$ cat config.mk
export PLATFORM = sky130hd
export DESIGN_NAME = coefficient_parity_embedder_core
export DESIGN_NICKNAME = d
export VERILOG_FILES = /design/src/hdl/cpe_pkg.sv /design/src/hdl/cpe_front.sv /design/src/hdl/cpe_queue.sv /design/src/hdl/cpe_back.sv /design/src/hdl/coefficient_parity_embedder_core.sv
export SDC_FILE = /design/constraint.sdc
export NUM_CORES = 2
export LEC_CHECK = 0
export ABC_AREA = 1
export BUFFER_PORTS_ARGS = -buffer_cell sky130_fd_sc_hd__clkbuf_2
export CAP_MARGIN = 20
export CORE_MARGIN = 2
export CORE_UTILIZATION = 55
export CTS_CLUSTER_SIZE = 20
export DETAILED_ROUTE_END_ITERATION = 8
export PLACE_DENSITY = 0.72
export SLEW_MARGIN = 5
export SYNTH_ARGS = -nofsm -noshare
export SYNTH_HDL_FRONTEND = slang
export SYNTH_SLANG_ARGS = --single-unit
$ cat constraint.sdc
create_clock -name clk -period 11.3 [get_ports clk]
set_input_delay 0.565 -clock clk [delete_from_list [all_inputs] [get_ports clk]]
set_output_delay 0.565 -clock clk [all_outputs]
set_load 0.1 [all_outputs]
$ cat src/hdl/cpe_pkg.sv
// cpe_pkg: shared types, constants and register indexes of the coefficient parity embedder
// used by every module under hdl; no dependencies of its own

package cpe_pkg;

    // change counter width and its saturation value
    localparam int unsigned COUNT_BITS = 32;
    localparam logic [COUNT_BITS-1:0] COUNT_MAX = {COUNT_BITS{1'b1}};

    // configuration port geometry
    localparam int unsigned CFG_INDEX_BITS = 1;
    localparam int unsigned CFG_DATA_BITS  = 64;

    // configuration register indexes
    localparam logic [CFG_INDEX_BITS-1:0] REG_SEED  = 1'd0;
    localparam logic [CFG_INDEX_BITS-1:0] REG_COUNT = 1'd1;

    // mixer constants
    localparam logic [63:0] GOLDEN_INC = 64'h9e3779b97f4a7c15;
    localparam logic [63:0] MUL_ONE    = 64'hbf58476d1ce4e5b9;
    localparam logic [63:0] MUL_TWO    = 64'h94d049bb133111eb;
    localparam logic [63:0] DIR_DOMAIN = 64'h5844535443444952;
    localparam int unsigned SHIFT_ONE  = 30;
    localparam int unsigned SHIFT_TWO  = 27;
    localparam int unsigned SHIFT_FIN  = 31;

    // saturation edges of the coefficient range
    localparam logic signed [15:0] UPPER_EDGE = 16'sd1023;
    localparam logic signed [15:0] LOWER_EDGE = -16'sd1023;

    // queue between front and back
    localparam int unsigned QUEUE_DEPTH = 4;
    localparam int unsigned QUEUE_PTR_BITS = $clog2(QUEUE_DEPTH);
    localparam int unsigned QUEUE_CNT_BITS = $clog2(QUEUE_DEPTH + 1);

    // what the back part does to the coefficient
    typedef enum logic [1:0] {
        ACT_KEEP,
        ACT_UP,
        ACT_DOWN,
        ACT_HASH
    } act_t;

    // input request
    typedef struct packed {
        logic signed [15:0] coefficient;
        logic [31:0]        offset;
        logic [31:0]        item_position;
        logic               desired_bit;
        logic               last;
    } item_t;

    // result request
    typedef struct packed {
        logic signed [15:0] new_coefficient;
        logic               changed;
        logic               out_of_range;
        logic [31:0]        changes_so_far;
        logic               last_out;
    } result_t;

    // classified item travelling from front to back
    typedef struct packed {
        act_t               act;
        logic signed [15:0] coefficient;
        logic [63:0]        mix;
        logic               changed;
        logic               out_of_range;
        logic [31:0]        changes_so_far;
        logic               last;
    } work_t;

endpackage

$ cat src/hdl/cpe_front.sv
// cpe_front: configuration registers, range check, step classification and change counter
// depends on cpe_pkg

module cpe_front (
    input  logic                                clk,
    input  logic                                rst_n,
    input  logic                                cfg_write,
    input  logic [cpe_pkg::CFG_INDEX_BITS-1:0] cfg_index,
    input  logic [cpe_pkg::CFG_DATA_BITS-1:0]  cfg_data,
    input  cpe_pkg::item_t                      item,
    input  logic                                accept,
    output cpe_pkg::work_t                      work
);

    logic [63:0]                     seed_reg;
    logic [31:0]                     coef_count_reg;
    logic [cpe_pkg::COUNT_BITS-1:0]  count_reg;
    logic [cpe_pkg::COUNT_BITS-1:0]  count_next;
    logic [cpe_pkg::COUNT_BITS-1:0]  count_after;
    logic                            oor;
    logic                            needs_change;
    cpe_pkg::act_t                   act;
    logic [63:0]                     mix_in;

    // configuration writes
    always_ff @(posedge clk or negedge rst_n)
    begin
        if (!rst_n)
        begin
            seed_reg       <= '0;
            coef_count_reg <= '0;
        end
        else if (cfg_write)
        begin
            case (cfg_index)
                cpe_pkg::REG_SEED:  seed_reg       <= cfg_data[63:0];
                cpe_pkg::REG_COUNT: coef_count_reg <= cfg_data[31:0];
                default:            ;
            endcase
        end
    end

    // range check and parity test
    assign oor          = (item.offset >= coef_count_reg);
    assign needs_change = !oor && (item.coefficient[0] != item.desired_bit);

    // step classification, edges first
    always_comb
    begin
        if (!needs_change)
            act = cpe_pkg::ACT_KEEP;
        else if (item.coefficient <= cpe_pkg::LOWER_EDGE)
            act = cpe_pkg::ACT_UP;
        else if (item.coefficient >= cpe_pkg::UPPER_EDGE)
            act = cpe_pkg::ACT_DOWN;
        else
            act = cpe_pkg::ACT_HASH;
    end

    // mixer input; the golden increment is added when the work item is formed
    assign mix_in = seed_reg ^ cpe_pkg::DIR_DOMAIN ^ {32'd0, item.offset}
                    ^ {item.item_position, 32'd0};

    // saturating change counter, cleared after the last item
    always_comb
    begin
        count_after = count_reg;
        if (needs_change && (count_reg != cpe_pkg::COUNT_MAX))
            count_after = count_reg + {{(cpe_pkg::COUNT_BITS-1){1'b0}}, 1'b1};
        count_next = count_reg;
        if (accept)
            count_next = item.last ? '0 : count_after;
    end

    always_ff @(posedge clk or negedge rst_n)
    begin
        if (!rst_n)
            count_reg <= '0;
        else
            count_reg <= count_next;
    end

    // classified item to the queue
    always_comb
    begin
        work.act            = act;
        work.coefficient    = item.coefficient;
        work.mix            = mix_in + cpe_pkg::GOLDEN_INC;
        work.changed        = needs_change;
        work.out_of_range   = oor;
        work.changes_so_far = 32'(count_after);
        work.last           = item.last;
    end

endmodule

$ cat src/hdl/cpe_queue.sv
// cpe_queue: short first-in first-out queue of classified items between front and back
// depends on cpe_pkg

module cpe_queue (
    input  logic           clk,
    input  logic           rst_n,
    input  logic           push,
    input  cpe_pkg::work_t push_data,
    output logic           full,
    input  logic           pop,
    output logic           not_empty,
    output cpe_pkg::work_t head
);

    cpe_pkg::work_t                      entry_reg [cpe_pkg::QUEUE_DEPTH];
    logic [cpe_pkg::QUEUE_PTR_BITS-1:0]  wr_ptr_reg;
    logic [cpe_pkg::QUEUE_PTR_BITS-1:0]  wr_ptr_next;
    logic [cpe_pkg::QUEUE_PTR_BITS-1:0]  rd_ptr_reg;
    logic [cpe_pkg::QUEUE_PTR_BITS-1:0]  rd_ptr_next;
    logic [cpe_pkg::QUEUE_CNT_BITS-1:0]  fill_reg;
    logic [cpe_pkg::QUEUE_CNT_BITS-1:0]  fill_next;
    logic                                do_push;
    logic                                do_pop;

    assign full      = (fill_reg == cpe_pkg::QUEUE_CNT_BITS'(cpe_pkg::QUEUE_DEPTH));
    assign not_empty = (fill_reg != '0);
    assign do_push   = push && !full;
    assign do_pop    = pop && not_empty;
    assign head      = entry_reg[rd_ptr_reg];

    // pointer and fill bookkeeping
    always_comb
    begin
        wr_ptr_next = wr_ptr_reg;
        rd_ptr_next = rd_ptr_reg;
        fill_next   = fill_reg;
        if (do_push)
            wr_ptr_next = wr_ptr_reg + 1'b1;
        if (do_pop)
            rd_ptr_next = rd_ptr_reg + 1'b1;
        if (do_push && !do_pop)
            fill_next = fill_reg + 1'b1;
        else if (!do_push && do_pop)
            fill_next = fill_reg - 1'b1;
    end

    always_ff @(posedge clk or negedge rst_n)
    begin
        if (!rst_n)
        begin
            wr_ptr_reg <= '0;
            rd_ptr_reg <= '0;
            fill_reg   <= '0;
        end
        else
        begin
            wr_ptr_reg <= wr_ptr_next;
            rd_ptr_reg <= rd_ptr_next;
            fill_reg   <= fill_next;
        end
    end

    // entry storage
    always_ff @(posedge clk)
    begin
        if (do_push)
            entry_reg[wr_ptr_reg] <= push_data;
    end

endmodule

$ cat src/hdl/cpe_back.sv
// cpe_back: three-stage mixer pipeline that picks the step direction and forms the result
// depends on cpe_pkg

module cpe_back (
    input  logic            clk,
    input  logic            rst_n,
    input  logic            head_valid,
    input  cpe_pkg::work_t  head,
    output logic            pop,
    output logic            result_valid,
    input  logic            result_ready,
    output cpe_pkg::result_t result
);

    logic              advance;

    // stage one: partial products of the first multiply
    logic              s1_valid_reg;
    cpe_pkg::work_t    s1_work_reg;
    logic [63:0]       s1_p0_reg;
    logic [31:0]       s1_p1_reg;
    logic [31:0]       s1_p2_reg;
    logic [63:0]       y1;
    logic [63:0]       p0_next;
    logic [31:0]       p1_next;
    logic [31:0]       p2_next;

    // stage two: folded low word of the first product
    logic              s2_valid_reg;
    cpe_pkg::work_t    s2_work_reg;
    logic [31:0]       s2_y2_reg;
    logic [63:0]       x1;
    logic [31:0]       y2_next;

    // stage three: output register
    logic              out_valid_reg;
    cpe_pkg::result_t  out_reg;
    cpe_pkg::result_t  out_next;
    logic [31:0]       x2;
    logic              dir_up;

    // whole pipeline moves while the output register can take a result
    assign advance      = !out_valid_reg || result_ready;
    assign pop          = advance && head_valid;
    assign result_valid = out_valid_reg;
    assign result       = out_reg;

    // first xor-shift and split multiply
    always_comb
    begin
        y1      = head.mix ^ (head.mix >> cpe_pkg::SHIFT_ONE);
        p0_next = y1[31:0] * cpe_pkg::MUL_ONE[31:0];
        p1_next = y1[63:32] * cpe_pkg::MUL_ONE[31:0];
        p2_next = y1[31:0] * cpe_pkg::MUL_ONE[63:32];
    end

    // recombine, second xor-shift; only the low word matters from here on
    always_comb
    begin
        x1      = s1_p0_reg + {s1_p1_reg + s1_p2_reg, 32'd0};
        y2_next = x1[31:0] ^ x1[58:27];
    end

    // second multiply, final fold down to bit zero
    always_comb
    begin
        x2     = s2_y2_reg * cpe_pkg::MUL_TWO[31:0];
        dir_up = x2[0] ^ x2[cpe_pkg::SHIFT_FIN];
    end

    // apply the step
    always_comb
    begin
        out_next.changed        = s2_work_reg.changed;
        out_next.out_of_range   = s2_work_reg.out_of_range;
        out_next.changes_so_far = s2_work_reg.changes_so_far;
        out_next.last_out       = s2_work_reg.last;
        case (s2_work_reg.act)
            cpe_pkg::ACT_KEEP: out_next.new_coefficient = s2_work_reg.coefficient;
            cpe_pkg::ACT_UP:   out_next.new_coefficient = s2_work_reg.coefficient + 16'sd1;
            cpe_pkg::ACT_DOWN: out_next.new_coefficient = s2_work_reg.coefficient - 16'sd1;
            cpe_pkg::ACT_HASH:
            begin
                if (dir_up)
                    out_next.new_coefficient = s2_work_reg.coefficient + 16'sd1;
                else
                    out_next.new_coefficient = s2_work_reg.coefficient - 16'sd1;
            end
            default:           out_next.new_coefficient = s2_work_reg.coefficient;
        endcase
    end

    // stage valids
    always_ff @(posedge clk or negedge rst_n)
    begin
        if (!rst_n)
        begin
            s1_valid_reg  <= 1'b0;
            s2_valid_reg  <= 1'b0;
            out_valid_reg <= 1'b0;
        end
        else if (advance)
        begin
            s1_valid_reg  <= head_valid;
            s2_valid_reg  <= s1_valid_reg;
            out_valid_reg <= s2_valid_reg;
        end
    end

    // stage payloads
    always_ff @(posedge clk)
    begin
        if (advance)
        begin
            s1_work_reg <= head;
            s1_p0_reg   <= p0_next;
            s1_p1_reg   <= p1_next;
            s1_p2_reg   <= p2_next;
            s2_work_reg <= s1_work_reg;
            s2_y2_reg   <= y2_next;
            out_reg     <= out_next;
        end
    end

endmodule

$ cat src/hdl/coefficient_parity_embedder_core.sv
// coefficient_parity_embedder_core: top level joining front, queue and back
// an accepted item passes the queue, mixer stages one and two and the output register
// throughput: one item per cycle unless result_ready stalls the mixer and output register
// the four-entry queue lets the front keep accepting while the back is stalled
// reset: clears seed, coefficient count, change counter, queue and all stage valid bits
// depends on cpe_pkg, cpe_front, cpe_queue, cpe_back

module coefficient_parity_embedder_core (
    input  logic                                clk,
    input  logic                                rst_n,
    input  logic                                cfg_write,
    input  logic [cpe_pkg::CFG_INDEX_BITS-1:0] cfg_index,
    input  logic [cpe_pkg::CFG_DATA_BITS-1:0]  cfg_data,
    input  logic                                item_valid,
    output logic                                item_ready,
    input  cpe_pkg::item_t                      item,
    output logic                                result_valid,
    input  logic                                result_ready,
    output cpe_pkg::result_t                    result
);

    cpe_pkg::work_t work;
    cpe_pkg::work_t head;
    logic           accept;
    logic           q_full;
    logic           q_not_empty;
    logic           pop;

    assign item_ready = !q_full;
    assign accept     = item_valid && item_ready;

    // classify and count
    cpe_front u_front (
        .clk       (clk),
        .rst_n     (rst_n),
        .cfg_write (cfg_write),
        .cfg_index (cfg_index),
        .cfg_data  (cfg_data),
        .item      (item),
        .accept    (accept),
        .work      (work)
    );

    // decoupling queue
    cpe_queue u_queue (
        .clk       (clk),
        .rst_n     (rst_n),
        .push      (accept),
        .push_data (work),
        .full      (q_full),
        .pop       (pop),
        .not_empty (q_not_empty),
        .head      (head)
    );

    // mixer and result
    cpe_back u_back (
        .clk          (clk),
        .rst_n        (rst_n),
        .head_valid   (q_not_empty),
        .head         (head),
        .pop          (pop),
        .result_valid (result_valid),
        .result_ready (result_ready),
        .result       (result)
    );

endmodule
Word level (Yosys, flattened, before mapping). Memory sizes are Yosys's and may differ from the RTL's. Index checks and enable logic that the tools add are counted.

Flip-flop bits (word level): 440. Output and inout port bits: 53. Input bits: 152. Memories kept: 1. Logic and storage cells: 91. RAM bits: 468.

Memory list: u_queue.entry_reg (depth 4, bits a word 117, rd ports 1, clocked after memory_dff 0, wr ports 1, line cpe_queue.sv:15) `cpe_pkg::work_t entry_reg [cpe_pkg::QUEUE_DEPTH];`.

Magnitude comparators: 3. Bitwise operators: 7. Equality and inequality tests: 6. $add $sub $neg: 10. Multipliers: 4. Multiplexer cells: 11. Reductions and logical operators: 19.

Operators with widths (count): $add A64 B64 Y64 const B (1); $mux W32 (2); $pmux W16 S4 (1); $xor A64 B32 Y64 (1); $xor A64 B34 Y64 (1); $xor A64 B64 Y64 (1); $add A59 B59 Y59 (1); $mul A32 B29 Y59 const B (1); $add A32 B1 Y32 const B (1); $ge A32 B32 Y1 (1); $mul A32 B29 Y27 const B (1); $mul A32 B29 Y32 const B (1); $mul A32 B32 Y27 const B (1); $ne A32 B32 Y1 const B (1); $xor A32 B32 Y32 (1); $add A27 B27 Y27 (1); $not A23 Y23 (1); $add A16 B2 Y16 const B (1); $ge A16 B11 Y1 const B (1); $le A16 B11 Y1 const B (1); $mux W16 (1); $sub A16 B2 Y16 const B (1); $logic_and A1 B1 Y1 (8); $mux W3 (2); 17 further kinds (27).

Depth between registers and ports, before layout.
Depth after elaboration: 8. Gate-level depth with buffers: 38. Mapped depth without buffers: 37.

Cells and area by module. From an unflattened synthesis, not the netlist that was laid out.

Cell total of the unflattened synthesis: 8139. Area, all modules: 80998.9 um^2.

Modules (own cells, without submodules): cpe_back (cells each 4982, seq. area each 9083.7 um^2, instances 1, area an instance 50617.3 um^2); cpe_queue (cells each 1425, seq. area each 14228.6 um^2, instances 1, area an instance 19069.5 um^2); cpe_front (cells each 1729, seq. area each 3203.1 um^2, instances 1, area an instance 11298.3 um^2); coefficient_parity_embedder_core (cells each 3, seq. area each 0.0 um^2, instances 1, area an instance 13.8 um^2).

Least setup slack after synthesis. Ideal clock, no wire load.

Kind: register -> register. Start: register u_back.out_valid_reg (netlist: u_back.result_valid). End: register u_queue.fill_reg[1] (netlist bit). Setup slack: 1494 ps. Data required time: 11175 ps. Cell stages (with the launch flop): 7. Library setup time: 125 ps. Data arrival time: 9681 ps. Buffers on the path: 0. Period minus slack after synthesis: 9806 ps. Cells stage by stage: dfrtp_1 nand2_1 o31ai_1 ha_1 inv_1 fa_1 mux2_2.

Cells in the longest elaborated chain, start to end: 7. Elaborated cells on any way between the ends: 9. Those cells by class: mux (1); reduce/logical (8).

Ends and longest elaborated chain: start, declared (line cpe_back.sv:36) `logic out_valid_reg;`; start signal, assigned (line cpe_back.sv:106) `out_valid_reg <= s2_valid_reg;`; $logic_not A1 Y1 (line cpe_back.sv:43) `assign advance = !out_valid_reg || result_ready;`; $logic_or A1 B1 Y1 (line cpe_back.sv:43); $logic_and A1 B1 Y1 (line cpe_back.sv:44) `assign pop = advance && head_valid;`; $logic_and A1 B1 Y1 (line cpe_queue.sv:28) `assign do_pop = pop && not_empty;`; $logic_not A1 Y1 (line cpe_queue.sv:41) `if (do_push && !do_pop)`; $logic_and A1 B1 Y1 (line cpe_queue.sv:41); $mux W3 (line cpe_queue.sv:41); named net u_queue.fill_next (one bit) (line cpe_queue.sv:21) `logic [cpe_pkg::QUEUE_CNT_BITS-1:0] fill_next;`; end signal, assigned (line cpe_queue.sv:59) `fill_reg <= fill_next;`; end, declared (line cpe_queue.sv:20) `logic [cpe_pkg::QUEUE_CNT_BITS-1:0] fill_reg;`.

The timed path passes the listed nets, and every way through them passes these cells. A chain may end at the register's enable or synchronous reset.

Worst setup path after layout.
Start: register u_queue.rd_ptr_reg[0] (netlist bit). End: register u_back.s1_p0_reg[50], data pin.

Cells in the longest elaborated chain, start to end: 3.

Ends and longest elaborated chain: start, declared (line cpe_queue.sv:18) `logic [cpe_pkg::QUEUE_PTR_BITS-1:0] rd_ptr_reg;`; start signal, assigned (line cpe_queue.sv:58) `rd_ptr_reg <= rd_ptr_next;`; $mem_v2 Z4 W117; $xor A64 B34 Y64 (line cpe_back.sv:51) `y1 = head.mix ^ (head.mix >> cpe_pkg::SHIFT_ONE);`; $mul A32 B29 Y59 (line cpe_back.sv:52) `p0_next = y1[31:0] * cpe_pkg::MUL_ONE[31:0];`; named net u_back.p0_next[50] (line cpe_back.sv:24) `logic [63:0] p0_next;`; end signal, assigned (line cpe_back.sv:116) `s1_p0_reg <= p0_next;`; end, declared (line cpe_back.sv:20) `logic [63:0] s1_p0_reg;`.

The timed path passes the listed nets, and every way through them passes these cells.

==> impl_metrics.ini <==
[sta]
finalCritPeriodShare_pct = 92.1
rsz0062_at_grt = no
fin_setup_tns_ps = 0
fin_crit_ps = 10410
hold_violations = 0
finalSetupViolCount = 0
max_freq_mhz = 96.1
finClkSkew_ps = 83.5
slew_violations = 0
relSlewSlack_pct = 24.9
tightest_slew_ps = 1120
worst_slack_ps = 891

[logic_synthesis]
synth.top_cell.area_share_pct = 29.6
synthMuxAreaShare_pct = 0.477
synthFlopType = edfxtp_1
synth.distinct_cells = 78
synth_most_common_cell = inv_1
synth_top_family_by_area = adder cells
synth.top_cells.by_count = 1667 x inv_1, 907 x nand2_1, 863 x ha_1
synth-simple-area-share_pct = 8.93
synth_fa_ha_area_share_pct = 35.4
synth.largest_area_cell = edfxtp_1
syn-num-nets = 9369
synth_xor_area_share_pct = 5.37
ys_seq_elements = 906
synthArstFlopShare_pct = 15.2
synth_compound_area_share_pct = 6.92
synth_cells = 7515
synthTopCellsByArea = edfxtp_1 30%, fa_1 22%, ha_1 14%
synth_edf_count = 768
ys_seq_area_share_pct = 34.0
netlist_area_um2 = 77900
yosys_warnings = 0
synth_area_per_cell_um2 = 10.4

[finish]
num-fill-cells = 11734
seq_area_um2 = 26500
drive_gt1_share_pct = 7.04
layout.nets = 9609
largest_register_ffs = 468
syn_to_final_growth_pct = 8.54
multi_input_area_um2 = 44600
antenna_cells = 0

[drt]
drt_first_pass_iters = 8
ant_nets = 0
via_per_inst = 5.42
first_iter_violations = 4517
drc = 0
routed-via-count = 52754
wl_per_cell_um = 21.1
routed_wl_mm = 206

[global_routing]
grt_pass1_wl_mm = 320
track_usage_pct = 29.1
antenna_found_initial = 1
grt_overflow = 0
grt_pass1_vias = 55545
grt_max_degree = 159

[setup_path]
cp-start-kind = register
worstSetupEndpointType = register
worstReg2RegEnd = u_back.s1_p0_reg[50]
r2r_setup_slack_ps = 890
slowest_delay_ps = 870
path_delay_family = adder cells
cpMaxStageDelayCell = xor2_1
cp.required_ps = 11760
crit_fanout = 77
path_buf_inv = 8
crit_arrival_ps = 10870
r2r_cells = 30
r2r_start = u_queue.rd_ptr_reg[0]
criticalPathCategory = reg -> reg
cp.depth = 30

[outcome]
outcome = finished clean

[clocking]
cts_tree = built
cts.clk_slew.worst_paths_ps = 60
cts_buffers = 95
htree_levels = 3
cts-root-buf = clkbuf_16
cts_sinks = 906
clockBufferDepth = 3
clkLatencyLatePin_ps = 740

[floorplan]
die_width_um = 380
initial_utilization_pct = 55.2
core_um2 = 141000
die_area_um2 = 145000
io_pins = 205
num_rows = 138
die_h_um = 380

[place]
dpl_worst_slack_ps = 1220
dp_hpwl_mm = 166
place.gp.congestion = 1.06
portBuffers = 204

[worst_hold_path]
holdCritStartpoint = cfg_data[52]
hold_end = u_front.seed_reg[52]
hold_path_depth = 2
worst_hold_path_type = in -> reg

[job]
maxCapViolations = 0
layout make-up:
| type | count | area share [%] |
|---|---|---|
| Inverter | 1692 | 7.52 |
| Clock inverter | 61 | 0.930 |
| Clock buffer | 118 | 2.97 |
| Sequential cell | 906 | 31.4 |
| Timing Repair Buffer | 261 | 1.75 |
| Multi-Input combinational cell | 4799 | 52.7 |
| Tap cell | 1890 | 2.80 |
through the flow:
stage	cell area [um^2]	std cells	utilization (%)	hold WS [ps]
floorplan	77900	7515	-	269
global placement	81300	9545	57.6	401
detailed placement	81300	9545	57.6	405
CTS	84600	9725	59.9	8.28
global route	84600	9727	60.0	48.4
finish	84600	9727	60.0	51.1
per-layer routing:
metal	routed length, um	track usage [%]	vias up
li1	-	-	24619
met1	85600	38.4	26211
met2	98200	48.4	1588
met3	12400	4.06	334
met4	9400	11.8	2
met5	14	0	-
cell families (layout without fill, tap and decap cells):
| logic type | Yosys count | count (layout) |
|---|---|---|
| compound gates | 921 | 921 |
| xor+xnor | 460 | 460 |
| fa+ha+maj | 1702 | 1702 |
| buf+inv | 1810 | 2132 |
| flops | 906 | 906 |
| mux | 33 | 33 |
| simple gates | 1683 | 1683 |
how the worst max path moves through the flow:
stage	slack (ps)	from	to
2_1_floorplan	1490	u_back.result_valid	u_queue.fill_reg[1]
3_3_place_gp	1340	u_queue.rd_ptr_reg[0]	u_back.s1_p0_reg[41]
3_5_place_dp	1220	u_queue.rd_ptr_reg[0]	u_back.s1_p0_reg[41]
4_1_cts	1210	u_queue.rd_ptr_reg[0]	u_back.s1_p0_reg[41]
5_1_grt	600	u_queue.rd_ptr_reg[0]	u_back.s1_p0_reg[41]
6_report	890	u_queue.rd_ptr_reg[0]	u_back.s1_p0_reg[50]
timing repair:
action | 4_1_cts | 5_1_grt
resized for setup | 0 | 0
buffers inserted | 0 | 0
hold buffers | 1 | 0
endpoints found under the hold margin | 65 | 0
worst reg2reg max path: cells and delay by family, from the launching register on:
family / cells / cell delay, ps
compound gates: 2 / 410
xor+xnor: 2 / 1020
fa+ha+maj: 9 / 4450
buf+inv: 8 / 1800
flops: 1 / 840
simple gates: 9 / 1620
placed cells by master, fill, tap and decap left out, drive strengths merged, types with 35 or more instances in the layout:
cell and n:
o22ai 79, nor2 471, buf 57, nor3 46, ha 863, nand2 915, xnor2 144, nand4 37
inv 1697, clkbuf 321, o21ai 374, nand3 166, a21oi 283, clkinv 36, fa 839, xor2 316
dfrtp 138, edfxtp 768, o21a 35
Power is not shown: default switching activity piles up to over one toggle a cycle in this logic, so the estimate is an artifact.
